==> config.mk <==
export PLATFORM = sky130hd
export DESIGN_NAME = rca_div
export DESIGN_NICKNAME = d
export VERILOG_FILES = /design/src/rtl/rca_pkg.sv /design/src/rtl/rca_div.sv
export SDC_FILE = /design/constraint.sdc
export NUM_CORES = 1
export LEC_CHECK = 0
export ABC_AREA = 1
export ABC_CLOCK_PERIOD_IN_PS = 5500
export BUFFER_PORTS_ARGS = -buffer_cell sky130_fd_sc_hd__buf_4
export CORE_UTILIZATION = 40
export CTS_BUF_LIST = sky130_fd_sc_hd__clkbuf_16
export DETAILED_ROUTE_END_ITERATION = 8
export MAX_ROUTING_LAYER = met4
export PLACE_DENSITY_LB_ADDON = 0.3
export SLEW_MARGIN = 40
export SYNTH_ARGS = -nofsm -noshare
export SYNTH_HDL_FRONTEND = slang
export SYNTH_SLANG_ARGS = --single-unit
==> constraint.sdc <==
create_clock -name clk -period 5.5 [get_ports clk]
set_clock_uncertainty 0.15 [all_clocks]
set_input_delay 1.1 -clock clk [delete_from_list [all_inputs] [get_ports clk]]
set_output_delay 1.1 -clock clk [all_outputs]
set_load 0.005 [all_outputs]
==> src/rtl/rca_pkg.sv <==
// ----------------------------------------------------------------------------
// rca_pkg
// shared types and constants of the radix calculator
// ----------------------------------------------------------------------------
package rca_pkg;

  localparam int unsigned ACTION_W = 4;
  localparam int unsigned DIGIT_W  = 6;
  localparam int unsigned OP_W     = 3;

  typedef enum logic [ACTION_W-1:0] {
    ACT_CLEAR  = 4'd0,
    ACT_ADD    = 4'd1,
    ACT_SUB    = 4'd2,
    ACT_MUL    = 4'd3,
    ACT_DIV    = 4'd4,
    ACT_MOD    = 4'd5,
    ACT_RADIX  = 4'd6,
    ACT_DIGIT  = 4'd7,
    ACT_EQUAL  = 4'd8
  } action_t;

  typedef enum logic [OP_W-1:0] {
    OP_LOAD = 3'd0,
    OP_ADD  = 3'd1,
    OP_SUB  = 3'd2,
    OP_MUL  = 3'd3,
    OP_DIV  = 3'd4,
    OP_MOD  = 3'd5
  } op_t;

  localparam logic [DIGIT_W-1:0] RADIX_RESET = 6'd10;
  localparam logic [DIGIT_W-1:0] RADIX_MIN   = 6'd2;
  localparam logic [DIGIT_W-1:0] RADIX_MAX   = 6'd36;

  // payload of one command transfer
  typedef struct packed {
    logic [ACTION_W-1:0] action;
    logic [DIGIT_W-1:0]  digit_value;
    logic                last_digit;
    logic [DIGIT_W-1:0]  new_radix;
  } in_item_t;

  // payload of one printed digit transfer
  typedef struct packed {
    logic [DIGIT_W-1:0] digit_out;
    logic               last_out;
    logic               error_out;
  } out_item_t;

  typedef enum logic [3:0] {
    ST_IDLE,
    ST_MAC,
    ST_MUL,
    ST_DIV,
    ST_DIV_FIX,
    ST_CONV,
    ST_CONV_STORE,
    ST_PRINT_RD,
    ST_PRINT,
    ST_ERR
  } state_t;

  // control from the sequencer to the shift-subtract divider
  typedef struct packed {
    logic start;
    logic step;
  } div_ctl_t;

endpackage

==> src/rtl/rca_div.sv <==
// ----------------------------------------------------------------------------
// rca_div
// restoring divider, one quotient bit per step, unsigned magnitudes
// ----------------------------------------------------------------------------
module rca_div
  import rca_pkg::*;
#(
  parameter int unsigned W = 64
) (
  input  logic         clk,
  input  div_ctl_t     ctl,
  input  logic [W-1:0] dividend,
  input  logic [W-1:0] divisor,
  output logic [W-1:0] quotient,
  output logic [W-1:0] remainder
);
  logic [W-1:0] q_r, q_nxt;
  logic [W-1:0] rem_r, rem_nxt;
  logic [W-1:0] dvs_r;
  logic [W:0]   trial;
  logic [W:0]   diff;

  always_comb begin
    trial   = {rem_r, q_r[W-1]};
    diff    = trial - {1'b0, dvs_r};
    q_nxt   = q_r;
    rem_nxt = rem_r;
    if (ctl.start) begin
      q_nxt   = dividend;
      rem_nxt = '0;
    end else if (ctl.step) begin
      if (!diff[W]) begin
        rem_nxt = diff[W-1:0];
        q_nxt   = {q_r[W-2:0], 1'b1};
      end else begin
        rem_nxt = trial[W-1:0];
        q_nxt   = {q_r[W-2:0], 1'b0};
      end
    end
  end

  always_ff @(posedge clk) begin
    q_r   <= q_nxt;
    rem_r <= rem_nxt;
    if (ctl.start) begin
      dvs_r <= divisor;
    end
  end

  assign quotient  = q_r;
  assign remainder = rem_r;
endmodule

=== Word-level counts from Yosys, hierarchy flattened ===
Index checks and enable logic that the tools add are counted.

* Bits in registers: 192
* Bits in latches: 0
* Memory bits (writable): 0
* ROM bits: 0
* Logic and storage cells: 9
* Memories kept: 0

* Add/sub/neg operators: 1
* $mul: 0
* Divide/modulo/power cells: 0
* $lt $le $gt $ge: 0
* Equal/unequal tests: 0
* Shifts and indexed selects: 0
* Mux-type cells: 4
* Bitwise gates (word level): 0
* Reductions and logical operators: 1

{| class="wikitable"
|+ Operators by type and width
! cell !! count
|-
| two-way mux 64 bit || 3
|-
| subtractor 65 x 64 -> 65 bit || 1
|-
| nonzero test 2 bit || 1
|-
| two-way mux 1 bit || 1
|}

=== Depth between registers and ports, before layout ===
* Depth after elaboration: 4
* Depth in mapped cells: 21

=== Least setup slack after synthesis ===
No wires, ideal clock.

* Kind: input -> register
* Start point: input port ctl[1] (netlist name)
* End point: register q_r[0], in the netlist quotient[0], enable pin
* Data arrival time: 2.998 ns
* Data required time: 4.932 ns
* Slack: 1.934 ns
* Stages on the path: 5
* Cells stage by stage: clkbuf_1 > nor2_1 > clkbuf_1 > clkbuf_1 > inv_1

* Cells in the longest elaborated chain, start to end: 1

{| class="wikitable"
|+ Ends and longest elaborated chain
! element !! RTL line !! text
|-
| from (decl) || rca_div.sv:11 || <nowiki>input div_ctl_t ctl,</nowiki>
|-
| nonzero test 2 bit (no line) || n/a ||
|-
| to (signal assigned) || rca_div.sv:43 || <nowiki>q_r <= q_nxt;</nowiki>
|-
| to (decl) || rca_div.sv:17 || <nowiki>logic [W-1:0] q_r, q_nxt;</nowiki>
|}

Every way passes these cells.
A chain may end at the register's enable or synchronous reset.

=== Worst setup path in the final report ===
* Start point: register q_r[63], in the netlist quotient[63]
* End point: register rem_r[33], in the netlist remainder[33]

* Cells in the longest elaborated chain, start to end: 2

{| class="wikitable"
|+ Ends and longest elaborated chain
! element !! RTL line !! text
|-
| subtractor 65 x 64 -> 65 bit || rca_div.sv:25 || <nowiki>diff = trial - {1'b0, dvs_r};</nowiki>
|-
| two-way mux 64 bit || rca_div.sv:32 || <nowiki>if (!diff[W]) begin</nowiki>
|-
| to (signal assigned) || rca_div.sv:44 || <nowiki>rem_r <= rem_nxt;</nowiki>
|-
| to (decl) || rca_div.sv:18 || <nowiki>logic [W-1:0] rem_r, rem_nxt;</nowiki>
|}

Every way passes these cells.

==> key figures <==
Outcome
  • Status: complete, no violations

Die
  • Effective utilization at floorplan: 40.80%
  • Core area: 0.03471 mm²
  • Io pins: 259
  • DIE AREA: 0.03616 mm²
  • Chip width: 190.2 µm
  • Die height: 190.2 µm
  • Site row count: 68

Synth
  • YS warnings: 0
  • Sequential area share after synthesis: 36.19%
  • Mean Syn Cell Area: 6.306 µm²
  • Distinct cells, synth: 32
  • Flops & latches, synth: 192
  • Post-synth top flop: edfxtp_1
  • Mapped Area: 0.01416 mm²
  • Async SR Flop Fraction: 0%
  • Cells after Synth: 2246
  • Post-synth EDFFs: 128
  • Post-Synthesis Net Count: 2442

Critical path
  • Crit end category: flop
  • CP Launch Type: flop
  • Slowest library cell on the worst path: nand2_4
  • Crit path max-delay family: simple AND/OR/NAND/NOR gates
  • Critical path required time: 5700 ps
  • CP bufs+invs: 2
  • CP cell instances: inv_1 > ha_1 > fa_1 > inv_1 > nand2_1 > nand2_1 > nand3_1 > nand2_2 > nand2_1 > nand2_2 > nand2_1 > nand2_2 > nand2_4 > nand2_4 > nand2_4 > nand2_4 > nand2_1 > nand3_1 > nand2_1
  • Crit-path max FO: 57
  • Most frequent CP cell: nand2_1
  • CP max stage delay: 500 ps
  • Worst Path Arrival: 3400 ps
  • CP Class: flop to flop

Run
  • Max-Cap Viols: 0

Route
  • Vias/cell: 4.614
  • WL/cell: 15.42 µm
  • Iteration-0 DRC Markers: 785
  • Drc violations: 0
  • DRT Wirelength: 45550 µm
  • DR vias: 13631
  • Post-DRT Antenna Nets: 0
  • Pre-antenna DRT Iters: 8

Place
  • GP Congestion: 1.011
  • Port Buffer Count: 258
  • DP Area: 0.01647 mm²
  • DP Wirelength: 36880 µm

Finish
  • Layout cell share with drive strength beyond 1: 14.01%
  • Area growth, synth to finish: 20.72%
  • Most frequent cells in the layout: nand2_1, inv_1, buf_4
  • Design area: 0.01710 mm²
  • Ant. Diodes: 0
  • Net total in the final layout: 2683
  • Leading cell type in the layout, fill and taps excluded: nand2_1

STA
  • Period utilization: 58.26%
  • Hold Vio Cnt, Final: 0
  • Peak Freq: 0.3121 GHz
  • Slew @ Worst Pin: 827.8 ps
  • Worst relative slew slack: 44.68%
  • Aggregate negative setup slack: 0 ps
  • Setup Viol. Count Final: 0
  • Final Max Slew Viols: 0
  • RSZ-0062 raised after global routing: false
  • Post-layout min period: 3204 ps

GRT
  • Initial antenna violation count: 0
  • Largest net degree at the start of global routing: 66
  • First-pass GRT wire length: 70840 µm
  • Gr ovfl total: 0
  • Vias in the first global route: 13071
  • GRT Overall Usage: 26.37%

Hold path
  • Hold Crit Class: flop to flop

CTS
  • Clock tree sinks: 192
  • # hold bufs at CTS: 0
  • H-tree depth: 4
  • Num CTS Buffers: 17
  • Clk buf depth: 2
  • CTS tree: built
  • Latest clock arrival within the worst-skew pair: 480 ps
  • CTS clk-pin slew, worst paths: 80 ps
  • Root Driver: clkbuf_16
  • Resize count post-CTS: 0
  • Post-CTS Setup Inserts: 0

Power and ir drop
  • PwrDens: 207.5 mW/mm²
  • Leak: 9.860 nW
  • Total power: 3.547 mW
  • Worst VDD drop: 0.2180 mV
==> through the flow <==
stage	instances	util, %	hold WS [ps]	worst slack [ps]
floorplan	2246	-	327.0	1934
global placement	2923	47.43	324.7	2224
detailed placement	2923	47.46	332.7	2296
CTS	2954	49.25	347.6	2281
global route	2954	49.25	361.5	1928
finish	2954	49.25	346.1	2296
==> Yosys cell counts (all sizes together) (14+ instances only) <==
cell | count | share of area [%]
o21ai | 14 | 0.49
clkbuf | 25 | 0.66
nand3 | 129 | 4.6
nand2 | 1083 | 29
a21oi | 47 | 1.7
buf | 16 | 1.2
nor2 | 111 | 3.2
xnor2 | 26 | 1.6
ha | 64 | 5.7
inv | 497 | 13
nor3 | 17 | 0.60
dfxtp | 64 | 9.0
edfxtp | 128 | 27
==> path summary, 6_finish.rpt <==
kind                                   start                          to  slack [ps]  cells past startpoint
hold reg to reg   remainder[20]$_SDFFE_PP0P_  remainder[20]$_SDFFE_PP0P_         350                      2
setup reg to reg      quotient[63]$_DFFE_PP_  remainder[33]$_SDFFE_PP0P_        2300                     19
setup / recovery      quotient[63]$_DFFE_PP_  remainder[33]$_SDFFE_PP0P_        2300                     19
hold / removal    remainder[20]$_SDFFE_PP0P_  remainder[20]$_SDFFE_PP0P_         350                      2
==> flip-flops by register name, indices dropped and copies added (netlist names) <==
| signal | flops |
|---|---|
| dvs_r | 64 |
| quotient | 64 |
| remainder | 64 |
==> worst register-to-register path, cell delays in order, from the launching register on <==
cell      delay [ps]
edfxtp_1         350
inv_1             60
ha_1             220
fa_1             410
inv_1            130
nand2_1           60
nand2_1           70
nand3_1           80
nand2_2          110
nand2_1           70
nand2_2          110
nand2_1           80
nand2_2          100
nand2_4           80
nand2_4           80
nand2_4          100
nand2_4          510
nand2_1          170
nand3_1          110
nand2_1           50
==> layout make-up <==
type | instances | area (µm²)
clock buffers | 17 | 425.4
clock inverters | 14 | 196.4
fillers | 3638 | 17620
inverters | 497 | 1868
multi-input cells | 1516 | 6938
flip-flops and latches | 192 | 5125
well taps | 455 | 569.3
repair buffers | 263 | 1974
==> power by group <==
group	internal [mW]	switching [mW]	total (mW)
logic	0.214	0.290	0.504
registers	1.64	0.0472	1.69
clock network	0.696	0.657	1.35
==> cells by family (layout without fill, tap and decap cells) <==
group                    after synthesis  in the layout  share of synthesized area, %
flip-flops                           192            192                         36.19
buffers and inverters                538            791                         15.03
adder cells (fa/ha/maj)               65             65                         5.796
AO/OA/AOI/OAI                         62             62                         2.235
AND/OR/NAND/NOR                     1358           1358                         38.84
XOR/XNOR                              31             31                         1.917
==> per-layer routing <==
layer  GRT usage, %  vias up  share of wire [%]
met5              -        -                  0
met1          33.21     6078                 46
li1               -     7156                  -
met2          43.63      358                 48
met3          3.782       39                4.7
met4          8.062        0                1.9
Power figures use the tool's default switching activity.
