File: src/rtl/rca_ram.sv
// ----------------------------------------------------------------------------
// rca_ram
// single port ram with registered read
// ----------------------------------------------------------------------------
module rca_ram #(
  parameter int unsigned WIDTH = 6,
  parameter int unsigned DEPTH = 64
) (
  input  logic                     clk,
  input  logic                     we,
  input  logic [$clog2(DEPTH)-1:0] addr,
  input  logic [WIDTH-1:0]         wdata,
  output logic [WIDTH-1:0]         rdata
);
  logic [WIDTH-1:0] mem [DEPTH];

  always_ff @(posedge clk) begin
    if (we) begin
      mem[addr] <= wdata;
    end
    rdata <= mem[addr];
  end
endmodule

File: config.mk
export PLATFORM = sky130hd
export DESIGN_NAME = rca_ram
export DESIGN_NICKNAME = d
export VERILOG_FILES = /design/src/rtl/rca_ram.sv
export SDC_FILE = /design/constraint.sdc
export NUM_CORES = 1
export LEC_CHECK = 0
export ABC_AREA = 1
export ABC_CLOCK_PERIOD_IN_PS = 2150
export BUFFER_PORTS_ARGS = -buffer_cell sky130_fd_sc_hd__buf_2
export CORE_MARGIN = 2
export CORE_UTILIZATION = 55
export CTS_BUF_LIST = sky130_fd_sc_hd__clkbuf_16
export DETAILED_ROUTE_END_ITERATION = 16
export PLACE_DENSITY = 0.81
export SYNTH_ARGS = -nofsm -noshare
export SYNTH_HDL_FRONTEND = slang
export SYNTH_SLANG_ARGS = --single-unit
File: constraint.sdc
create_clock -name clk -period 2.15 [get_ports clk]
set_input_delay 0.1075 -clock clk [delete_from_list [all_inputs] [get_ports clk]]
set_output_delay 0.1075 -clock clk [all_outputs]
set_load 0.05 [all_outputs]
# Word level (Yosys, flattened, before mapping)
# Memories as Yosys holds them, arrays and structs flattened. A register that Yosys moved wholly into a read port is not among the register bits.
# Index checks and enable logic that the tools add are counted.
[word_totals] n_memories=1 reg_bits=0 ramBits=384 input_bits=14 wordCells=3
[mem_list] name="mem" depth=64 width=6 read_ports=1 rd_clocked_by_memory_dff=1 write_ports=1 line="15" text="logic [WIDTH-1:0] mem [DEPTH];"
[op_classes] n_mux=2
[op_table] cell="$mux 1" count=2

# Logic depth before layout (Yosys ltp)
# Gate-level depths: netlist of run 1.
[depth] ltp_word=2 mapped_depth=14 mapped_depth_nobuf=11

# Worst setup path after synthesis of run 1
# OpenSTA, ideal clock, no wires.
[synth_timing] path_kind="input port to flip-flop" start="input port addr[0]" end="memory mem[41][0], enable pin" t_arrival_ns=1.322 setup_time_ns=0.386 stages=5 slack_ns=0.442 t_required_ns=1.764 cell_sequence="buf_4 > inv_4 > buf_6 > buf_4 > nor4_1"
[synth_rtl] element="start, declared" line="11" text="input logic [$clog2(DEPTH)-1:0] addr,"
[synth_rtl] element="end, declared" line="15"
# Straight into the memory's write port.

==> reports/metrics.csv, run 1 <==
stage;metric;value;unit
status;status;complete, no violations;
worst_setup_path;reg2reg_slack;0.75;ns
grt;grt_usage;25.1;%
placed_design;place_ws;0.311;ns
power;p_leak;7.85;nW
synth;yosysWarnings;0;
worst_hold_path;hold_start;wdata[1];
clocking;clock_path_buffers;3;
worst_setup_path;worst_r2r_endpoint;rdata[3];
clocking;ctsResizeCount;0;
power;intPower;12.1;mW
sta;finalSetupViolations;0;
final_layout;final_cell_mix;nand2_1, edfxtp_1, nor2_1;
power;cellPowerDensity;835;mW/mm2
worst_setup_path;critical_path.startpoint;mem[17][3];
sta;hold-worst-slack;0.111;ns
clocking;root_buffer;clkbuf_16;
grt;grt_pass1_wl;60000;um
sta;hold_viol_final;0;
synth;avgSynthCellArea;10.1;um2
routing;vias;11570;
power;finalPower;15.5;mW
sta;slew_violations;0;
sta;tightest_slew;0.670;ns
power;p_seq_share;54.4;%
clocking;cts_tree;yes;
power;power_frac_clock;38.7;%
flow_run;drv_cap;0;
power;swShare;22.1;%
clocking;cts_setup_buffers;0;
final_layout;fin_util;62.6;%
worst_setup_path;r2r_start;mem[17][3];
sta;max_slew_margin;55.2;%
worst_hold_path;hold_depth;1;
grt;grt_pass1_vias;11356;
worst_hold_path;whs_endpoint;mem[54][1];
synth;syn-cell-area;0.0166;mm2
die;die_h;178;um
routing;ant_nets;0;
worst_setup_path;start_kind;flip-flop;
final_layout;layoutNonFillerInstCount;2119;
sta;rsz0062_at_grt;no;
die;die-area;0.0317;mm2
sta;fmax;712;MHz
die;placement_rows;63;
die;die_w;178;um
clocking;cts.sinks;390;
die;core_area;0.0297;mm2
routing;first_iter_violations;1566;
routing;vias_per_cell;5.46;
worst_setup_path;reg2reg_depth;10;
power;comb_power_share;6.9;%
placed_design;port_buffers;19;
final_layout;drive_above_1_share;8.85;%
grt;grt_start_max_net_pins;96;
worst_hold_path;hold_path.class;in2reg;
clocking;htree_num_levels;2;
power;ir_worst_vdd;0.000662;V
power;netSwitchingPower;3.43;mW
final_layout;syn2layout_area_growth;11.8;%
placed_design;dpl_cell_area;0.0175;mm2
routing;wl_per_cell;18.1;um
sta;skew;0.00780;ns
grt;antenna_found_initial;1;
clocking;clock_latency;0.53;ns
placed_design;place_hpwl;23800;um
synth;netlist_instances;1642;
final_layout;final_cell_area;0.0186;mm2
synth;synth_cell_types;24;
sta;setup_ws;0.746;ns
worst_setup_path;arrival;1.80;ns
placed_design;routabilityCongestion;0.989;
synth;ys_ff_latch;390;
sta;fin_setup_tns;0;ns
synth;synth_fp_nets;1656;
final_layout;finalNetCount;1716;
placed_design;dp_cells;2051;
sta;fin_crit;1.40;ns
routing;dr.pass1.iters;6;
worst_setup_path;path_max_fanout;1;
sta;fin_crit_sh;65.3;%
routing;totalWireLength;38400;um
grt;grt.overflow.total;0;
worst_setup_path;cp_data_required_time;2.55;ns
die;io_pins;20;
clocking;cts_buffers;39;
final_layout;final_common_cell;nand2_1;
synth;yosysSeqAreaShare;70.0;%
clocking;hold_buffers;0;
worst_setup_path;endpoint_kind;flip-flop;
clocking;path_clk_slew;0.06;ns
routing;route.detailed.drc;0;
worst_setup_path;crit_type;reg2reg;
die;start_util;56.0;%
==> power by group through the flow <==
stage	Clock, mW	Sequential [mW]	Combinational, mW
finish	6.02	8.44	1.07
CTS	6.08	8.44	1.06
detailed placement	0	8.60	1.05
global route	6.38	8.44	1.17
floorplan	0	8.65	0.581
global placement	0	8.60	1.03
==> how the worst max path moves through the flow <==
stage,endpoint,cells past startpoint
floorplan,mem[41][0],5
global placement,mem[16][2],5
detailed placement,mem[51][3],6
CTS,rdata[4],1
global route,mem[17][1],5
finish,rdata[3],10
==> logic make-up (layout without fill, tap and decap cells) <==
kind of cell / Yosys count / in the layout / synth area share (%)
buffers and inverters: 102 / 188 / 3.32
AND/OR/NAND/NOR: 1138 / 1138 / 26.2
flip-flops: 390 / 390 / 70.0
AO/OA/AOI/OAI: 12 / 12 / 0.436
other: 0 / 1 / 0
==> routing by layer <==
metal	GRT usage (%)	share of wire, %
met1	32.6	38
met4	9.70	3.5
met5	0	0
met2	41.9	48
met3	4.84	9.9
==> synth_stat cells, drive strengths merged <==
library cell / instances / share of area (%)
nand2: 1022 / 23
edfxtp: 384 / 69
nor2: 85 / 1.9
buf: 59 / 2.3
inv: 30 / 0.69
clkbuf: 13 / 0.29
nand3: 13 / 0.39
nor3: 8 / 0.49
o21ai: 7 / 0.21
dfxtp: 6 / 0.72
or2: 6 / 0.23
o211ai: 5 / 0.23
nand4: 2 / 0.075
nor4: 2 / 0.075
==> worst max-delay path, stage by stage (launching register included) <==
cell and delay (ns):
edfxtp_1 0.37, nand2_1 0.09, nand2_1 0.06, nand2_1 0.05
nand2_1 0.07, nand2_1 0.07, nand2_1 0.07, nand2_1 0.15
nand2_1 0.07, nor2_1 0.17, nand2_1 0.11
==> flip-flops by register name, summed over array words and instances (netlist names) <==
| name | count |
|---|---|
| mem | 384 |
| rdata | 6 |
==> final cells by class <==
cell class | instances | area, um2
multi-input combinational | 1150 | 4440
clock buffer | 41 | 1030
inverter | 30 | 115
tap | 390 | 488
sequential | 390 | 11700
fill | 2217 | 11100
timing repair buffer | 91 | 779
clock inverter | 26 | 101
antenna | 1 | 2.50
Note: power is estimated with default switching activity, not from simulation.
==> run 2, diff against run 1 <==
==> config.mk (replaced) <==
export PLATFORM = sky130hd
export DESIGN_NAME = rca_ram
export DESIGN_NICKNAME = d
export VERILOG_FILES = /design/src/rtl/rca_ram.sv
export SDC_FILE = /design/constraint.sdc
export NUM_CORES = 1
export LEC_CHECK = 0
export ABC_AREA = 0
export ABC_CLOCK_PERIOD_IN_PS = 1280
export BUFFER_PORTS_ARGS = -buffer_cell sky130_fd_sc_hd__buf_2
export CORE_MARGIN = 2
export CORE_UTILIZATION = 55
export CTS_BUF_LIST = sky130_fd_sc_hd__clkbuf_16
export DETAILED_ROUTE_END_ITERATION = 16
export PLACE_DENSITY = 0.84
export SYNTH_ARGS = -nofsm -noshare
export SYNTH_HDL_FRONTEND = slang
export SYNTH_SLANG_ARGS = --single-unit
==> constraint.sdc (replaced) <==
create_clock -name clk -period 1.28 [get_ports clk]
set_input_delay 0.064 -clock clk [delete_from_list [all_inputs] [get_ports clk]]
set_output_delay 0.064 -clock clk [all_outputs]
set_load 0.05 [all_outputs]
==> run 2 against run 1 <==
Net effect: the run now ends with setup timing left; synthesized area down 8.3%; non-clock buffer count up 134; first-iteration DRC count up 3.3%; critical endpoint is now rdata[5]; clock-buffer cell count unchanged; largest power group unchanged; sequential share of layout area down 2.3 points; critical path depth down 5; register-to-register slack worse by 1.4 ns; sequential cell count unchanged; combinational power up 110%.
==> reports/metrics.csv, run 2 <==
stage;metric;value;unit;change
final_layout;final_cell_area;0.0193;mm2;was 0.0186 mm2
final_layout;layoutNonFillerInstCount;1521;;was 2,119
final_layout;final_cell_mix;edfxtp_1, buf_4, a22oi_1;;was nand2_1, edfxtp_1, nor2_1
sta;finalSetupViolations;6;;was 0
routing;vias;10064;;was 11.6k
worst_setup_path;crit_type;reg2reg;;unchanged
final_layout;final_common_cell;edfxtp_1;;was nand2_1
clocking;clock_latency;0.53;ns;about the same
worst_setup_path;endpoint_kind;flip-flop;;unchanged
grt;grt_start_max_net_pins;65;;was 96
final_layout;fillers;1550;;was 2,217
die;die-area;0.0291;mm2;was 0.0317 mm2
final_layout;drive_above_1_share;35.5;%;was 8.85%
clocking;clock_path_buffers;3;;unchanged
synth;ys_ff_latch;390;;unchanged
clocking;root_buffer;clkbuf_16;;unchanged
final_layout;fin_util;71.3;%;was 62.6%
worst_setup_path;cp_slowest_stage_delay;0.55;ns;was 0.37 ns
routing;totalWireLength;43900;um;was 38,400 um
worst_setup_path;critical_path.top_delay_family;simple AND/OR/NAND/NOR gates;;unchanged
placed_design;place_hpwl;27400;um;was 23,800 um
sta;max_slew_margin;14.3;%;was 55.2%
sta;setup_ws;-0.645;ns;was 0.746 ns
routing;first_iter_violations;1618;;was 1,566
placed_design;routabilityCongestion;0.965;;was 0.989
synth;async_flop_share;0;%;unchanged
worst_setup_path;path_cells;a221oi_1 > a21oi_1 > o21ai_0 > nand2_1 > or4_1;;was nand2_1 > nand2_1 > nand2_1 > nand2_1 > nand2_1 > nand2_1 > nand2_1 > nand2_1 > nor2_1 > nand2_1
die;start_util;56.3;%;was 56.0%
synth;syn-cell-area;0.0153;mm2;was 0.0166 mm2
final_layout;finalNetCount;1134;;was 1,716
sta;fin_crit;1.93;ns;was 1.40 ns
clocking;htree_num_levels;2;;unchanged
worst_setup_path;cp_num_buf_inv;0;;unchanged
synth;synth_fp_nets;937;;was 1,656
sta;hold_viol_final;0;;unchanged
routing;wl_per_cell;28.9;um;was 18.1 um
placed_design;dpl_cell_area;0.0175;mm2;about the same
synth;synth.largest_area_cell;edfxtp_1;;unchanged
final_layout;largest_registers;mem (384), rdata (6);;unchanged
worst_hold_path;hold_path.class;in2reg;;unchanged
grt;antenna_found_initial;2;;was 1
synth;netlist_instances;923;;was 1,642
die;placement_rows;60;;was 63
placed_design;dp_cells;1437;;was 2,051
die;die_w;171;um;was 178 um
routing;vias_per_cell;6.62;;was 5.46
synth;synth_cell_types;54;;was 24
grt;grt_pass1_wl;64800;um;was 60,000 um
grt;grt_usage;30.9;%;was 25.1%
synth;post-synth-top-count-cell;edfxtp_1;;was nand2_1
grt;grt_pass1_vias;10019;;was 11.4k
synth;yosysSeqAreaShare;76.3;%;was 70.0%
final_layout;largest_register_ffs;384;;unchanged
worst_setup_path;arrival;2.33;ns;was 1.80 ns
clocking;cts_tree;yes;;unchanged
sta;fin_setup_tns;-3.30;ns;was 0 ns
sta;rsz0062_at_grt;yes;;was no
clocking;cts_buffers;39;;unchanged
power;p_leak;6.50;nW;was 7.85 nW
synth;synth-main-ff-cell;edfxtp_1;;unchanged
worst_setup_path;cp_data_required_time;1.69;ns;was 2.55 ns
power;cellPowerDensity;1450;mW/mm2;was 835 mW/mm2
routing;dr.pass1.iters;5;;was 6
sta;fmax;519;MHz;was 712 MHz
power;finalPower;27.9;mW;was 15.5 mW
clocking;cts.sinks;390;;unchanged
power;ir_worst_vdd;0.00117;V;was 0.000662 V
sta;fin_crit_sh;150;%;was 65.3%
die;io_pins;20;;unchanged
sta;slew_violations;0;;unchanged
routing;route.detailed.drc;0;;unchanged
placed_design;place_ws;-1.12;ns;was 0.311 ns
worst_setup_path;path_max_fanout;1;;unchanged
routing;ant_nets;0;;unchanged
synth;yosysWarnings;0;;unchanged
synth;synth-edff-count;384;;unchanged
die;core_area;0.0271;mm2;was 0.0297 mm2
clocking;path_clk_slew;0.06;ns;about the same
final_layout;syn2layout_area_growth;26.6;%;was 11.8%
sta;skew;0.0158;ns;was 0.00780 ns
grt;grt.overflow.total;0;;unchanged
status;violations;setup timing;;
placed_design;port_buffers;19;;unchanged
synth;yosys.area.top_type_share;75.5;%;was 69.3%
worst_setup_path;reg2reg_slack;-0.65;ns;was 0.75 ns
status;status;finished with violations;;was complete, no violations
worst_setup_path;slowest_stage;or4_1;;was edfxtp_1
synth;synth_common_cells;edfxtp_1, nor2_1, a221oi_1, a22oi_1, mux2i_1;;was nand2_1, edfxtp_1, nor2_1, buf_2, inv_1
die;die_h;171;um;was 178 um
synth;avgSynthCellArea;16.5;um2;was 10.1 um2
sta;tightest_slew;1.29;ns;was 0.670 ns
worst_setup_path;start_kind;flip-flop;;unchanged
synth;ys_top_cells_by_area;edfxtp_1, a221oi_1, a22oi_1;;was edfxtp_1, nand2_1, nor2_1
final_layout;top_register;mem;;unchanged
flow_run;drv_cap;0;;unchanged
clocking;hold_buffers;0;;unchanged
sta;hold-worst-slack;0.0388;ns;was 0.111 ns
run 2: worst paths after layout:
| path | startpoint | to | cells past startpoint |
|---|---|---|---|
| worst min register to register | mem[59][2] | rdata[2] | 4 |
| worst max register to register | mem[12][5] | rdata[5] | 5 |
| worst max-delay path | mem[12][5] | rdata[5] | 5 |
| worst min-delay path | wdata[5] | mem[22][5] | 2 |
run 2: metal layers:
metal / global-route usage [%] / part of all wire (%) / up-vias
met5: 0 / 0.030 / -
met4: 12.9 / 4.9 / 2
met3: 7.80 / 12 / 176
met2: 48.8 / 47 / 789
met1: 41.2 / 36 / 4928
li1: - / - / 4169
run 2: area by class of cell:
| class | instances | area, um2 | share of cell area [%] |
|---|---|---|---|
| Clock inverter | 28 | 260 | 1.35 |
| Clock buffer | 41 | 1030 | 5.31 |
| Tap cell | 372 | 465 | 2.41 |
| Timing Repair Buffer | 225 | 2000 | 10.3 |
| Inverter | 2 | 7.51 | 0.0388 |
| Antenna cell | 1 | 2.50 | 0.0129 |
| Multi-Input combinational cell | 462 | 3920 | 20.3 |
| Sequential cell | 390 | 11700 | 60.3 |
run 2: logic make-up after synthesis:
kind of cell,count (synthesis),share of synthesized area [%]
flops,390,76.3
buf+inv,71,2.25
mux,62,5.11
compound gates,239,11.5
simple gates,161,4.81
run 2: worst register-to-register path, delay by kind of cell (launching register included):
kind               cells  cell delay [ns]
DFF                    1             0.40
and+or+nand+nor        2             0.71
AOI/OAI and AO/OA      3             0.69
run 2: timing repair:
item,4_1_cts,5_1_grt
pin swaps,17,17
setup endpoints to repair,330,152
setup buffers,12,2
resized for setup,54,29
run 2: report_power, final:
part	leakage, nW	switching, mW	total, mW	internal, mW
sequential	3.51	0.0516	14.2	14.1
combinational	2.35	1.42	2.28	0.859
clock	0.652	4.66	11.5	6.80
==> run 3, diff against run 2 <==
--- a/config.mk
+++ b/config.mk
@@ -6,13 +6,13 @@
 export NUM_CORES = 1
 export LEC_CHECK = 0
 export ABC_AREA = 0
-export ABC_CLOCK_PERIOD_IN_PS = 1280
+export ABC_CLOCK_PERIOD_IN_PS = 2300
 export BUFFER_PORTS_ARGS = -buffer_cell sky130_fd_sc_hd__buf_2
 export CORE_MARGIN = 2
 export CORE_UTILIZATION = 55
 export CTS_BUF_LIST = sky130_fd_sc_hd__clkbuf_16
 export DETAILED_ROUTE_END_ITERATION = 16
-export PLACE_DENSITY = 0.84
+export PLACE_DENSITY = 0.81
 export SYNTH_ARGS = -nofsm -noshare
 export SYNTH_HDL_FRONTEND = slang
 export SYNTH_SLANG_ARGS = --single-unit
==> constraint.sdc (replaced) <==
create_clock -name clk -period 2.3 [get_ports clk]
set_input_delay 0.115 -clock clk [delete_from_list [all_inputs] [get_ports clk]]
set_output_delay 0.115 -clock clk [all_outputs]
set_load 0.05 [all_outputs]
==> run 3 against run 2 <==
Net effect: the flow now finishes without violations; combinational power down 54%; worst hold slack better by 0.11 ns; routed wire length down 4.4%; sequential cell count unchanged; non-clock buffer count down 52; clock power down 46%; maximum frequency down 8.7%; die area unchanged; clock-buffer cell count down 2; cell area down 6.1%; sequential share of layout area up 3.9 points; critical endpoint is now rdata[4]; largest cell class unchanged.
==> reports/metrics.csv, run 3 (synthesized netlist as in run 2, its figures left out) <==
stage;metric;value;unit;change
status;status;complete, no violations;;was finished with violations
routing;ant_nets;0;;unchanged
die;placement_rows;60;;unchanged
clocking;root_buffer;clkbuf_16;;unchanged
clocking;cts_buffers;37;;was 39
clocking;clock_latency;0.53;ns;about the same
clocking;cts_setup_buffers;0;;was 12
routing;dr.pass1.iters;5;;unchanged
final_layout;syn2layout_area_growth;18.9;%;was 26.6%
grt;grt_usage;29.6;%;was 30.9%
clocking;clock_path_buffers;3;;unchanged
power;finalPower;15.1;mW;was 27.9 mW
worst_setup_path;start_kind;flip-flop;;unchanged
worst_setup_path;path_max_fanout;1;;unchanged
final_layout;drive_above_1_share;23.8;%;was 35.5%
worst_setup_path;reg2reg_depth;4;;was 5
grt;grt_start_max_net_pins;39;;was 65
clocking;hold_buffers;1;;was 0
final_layout;largest_registers;mem (384), rdata (6);;unchanged
worst_setup_path;arrival;2.50;ns;was 2.33 ns
power;p_leak;6.09;nW;was 6.50 nW
routing;route.detailed.drc;0;;unchanged
routing;vias;9806;;was 10.1k
die;start_util;56.3;%;unchanged
worst_setup_path;endpoint_kind;flip-flop;;unchanged
power;ir_worst_vdd;0.000497;V;was 0.00117 V
clocking;ctsResizeCount;0;;was 54
sta;slew_violations;0;;unchanged
power;cellPowerDensity;833;mW/mm2;was 1450 mW/mm2
grt;grt_pass1_vias;9716;;was 10.0k
die;die-area;0.0291;mm2;unchanged
sta;max_slew_margin;23.0;%;was 14.3%
grt;antenna_found_initial;0;;was 2
worst_hold_path;hold_depth;1;;was 2
sta;fmax;474;MHz;was 519 MHz
sta;fin_crit;2.11;ns;was 1.93 ns
placed_design;dp_cells;1398;;was 1,437
clocking;htree_num_levels;2;;unchanged
die;die_h;171;um;unchanged
clocking;path_clk_slew;0.06;ns;about the same
sta;hold_viol_final;0;;unchanged
final_layout;num_antenna_cells;0;;was 1
routing;totalWireLength;42000;um;was 43,900 um
sta;fin_setup_tns;0;ns;was -3.30 ns
sta;skew;0.0167;ns;was 0.0158 ns
die;die_w;171;um;unchanged
final_layout;finalNetCount;1080;;was 1,134
final_layout;final_cell_mix;edfxtp_1, buf_4, nor2_1;;was edfxtp_1, buf_4, a22oi_1
final_layout;top_register;mem;;unchanged
routing;wl_per_cell;28.7;um;was 28.9 um
die;core_area;0.0271;mm2;unchanged
placed_design;routabilityCongestion;1.00;;was 0.965
sta;tightest_slew;1.15;ns;was 1.29 ns
sta;rsz0062_at_grt;no;;was yes
clocking;cts.sinks;390;;unchanged
worst_hold_path;hold_path.class;in2reg;;unchanged
routing;first_iter_violations;1638;;was 1,618
flow_run;drv_cap;0;;unchanged
sta;finalSetupViolations;0;;was 6
grt;grt_pass1_wl;62100;um;was 64,800 um
final_layout;largest_register_ffs;384;;unchanged
worst_setup_path;cp_data_required_time;2.69;ns;was 1.69 ns
clocking;cts_tree;yes;;unchanged
final_layout;final_common_cell;edfxtp_1;;unchanged
worst_setup_path;crit_type;reg2reg;;unchanged
grt;grt.overflow.total;0;;unchanged
placed_design;place_hpwl;27600;um;was 27,400 um
final_layout;layoutNonFillerInstCount;1465;;was 1,521
routing;vias_per_cell;6.69;;was 6.62
die;io_pins;20;;unchanged
sta;fin_crit_sh;91.6;%;was 150%
placed_design;port_buffers;19;;unchanged
==> run 3: cell count changes in the layout (fill, tap and decap cells not counted), moves of 6 or more <==
cell      change
a221oi_1     +11
a221oi_2     -10
buf_4        -40
buf_6        -11
nor2_1       +48
nor2_2       -15
nor2_4       -33
o21ai_0       +6
==> run 3: worst max-delay path, cell delays in order (launching register included) <==
cell and delay (ns):
edfxtp_1 0.39, mux4_2 0.49, o21ai_0 0.38, o21ai_0 0.18, or4_1 0.53
==> run 3: cell type report <==
type / instances / area, um2
Clock inverter: 27 / 255
Clock buffer: 39 / 976
Inverter: 2 / 7.51
Multi-Input combinational cell: 462 / 3280
Timing Repair Buffer: 173 / 1520
Sequential cell: 390 / 11700
Tap cell: 372 / 465
Fill cell: 1722 / 8950
==> run 3: per-stage QoR <==
stage          utilization, %  instance area (um2)  setup WS, ns  hold WS (ns)
6_report                 67.0                18200         0.192         0.147
5_1_grt                  67.0                18200        0.0959         0.148
4_1_cts                  67.0                18200         0.217         0.137
3_5_place_dp             62.4                16900       -0.0846         0.542
3_3_place_gp             62.4                16900        -0.115         0.539
2_1_floorplan               -                15300         0.265         0.214
==> run 3: routing by layer <==
layer / up-vias / global-route usage (%) / share of wire (%)
met2: 786 / 48.4 / 48
met3: 158 / 6.66 / 12
met1: 4819 / 37.9 / 35
li1: 4043 / - / -
met4: 0 / 13.9 / 5.1
met5: - / 0 / 0
==> run 3: power by group <==
group / leakage, nW / total (mW) / switching, mW / internal [mW]
Combinational: 1.98 / 1.06 / 0.694 / 0.369
Sequential: 3.51 / 7.89 / 0.0278 / 7.87
Clock: 0.611 / 6.16 / 2.53 / 3.63
==> run 3: worst paths after layout <==
kind               from         end  slack, ns
max          mem[33][4]    rdata[4]       0.19
min            wdata[2]  mem[59][2]       0.15
max reg2reg  mem[33][4]    rdata[4]       0.19
min reg2reg  mem[44][4]    rdata[4]       0.76
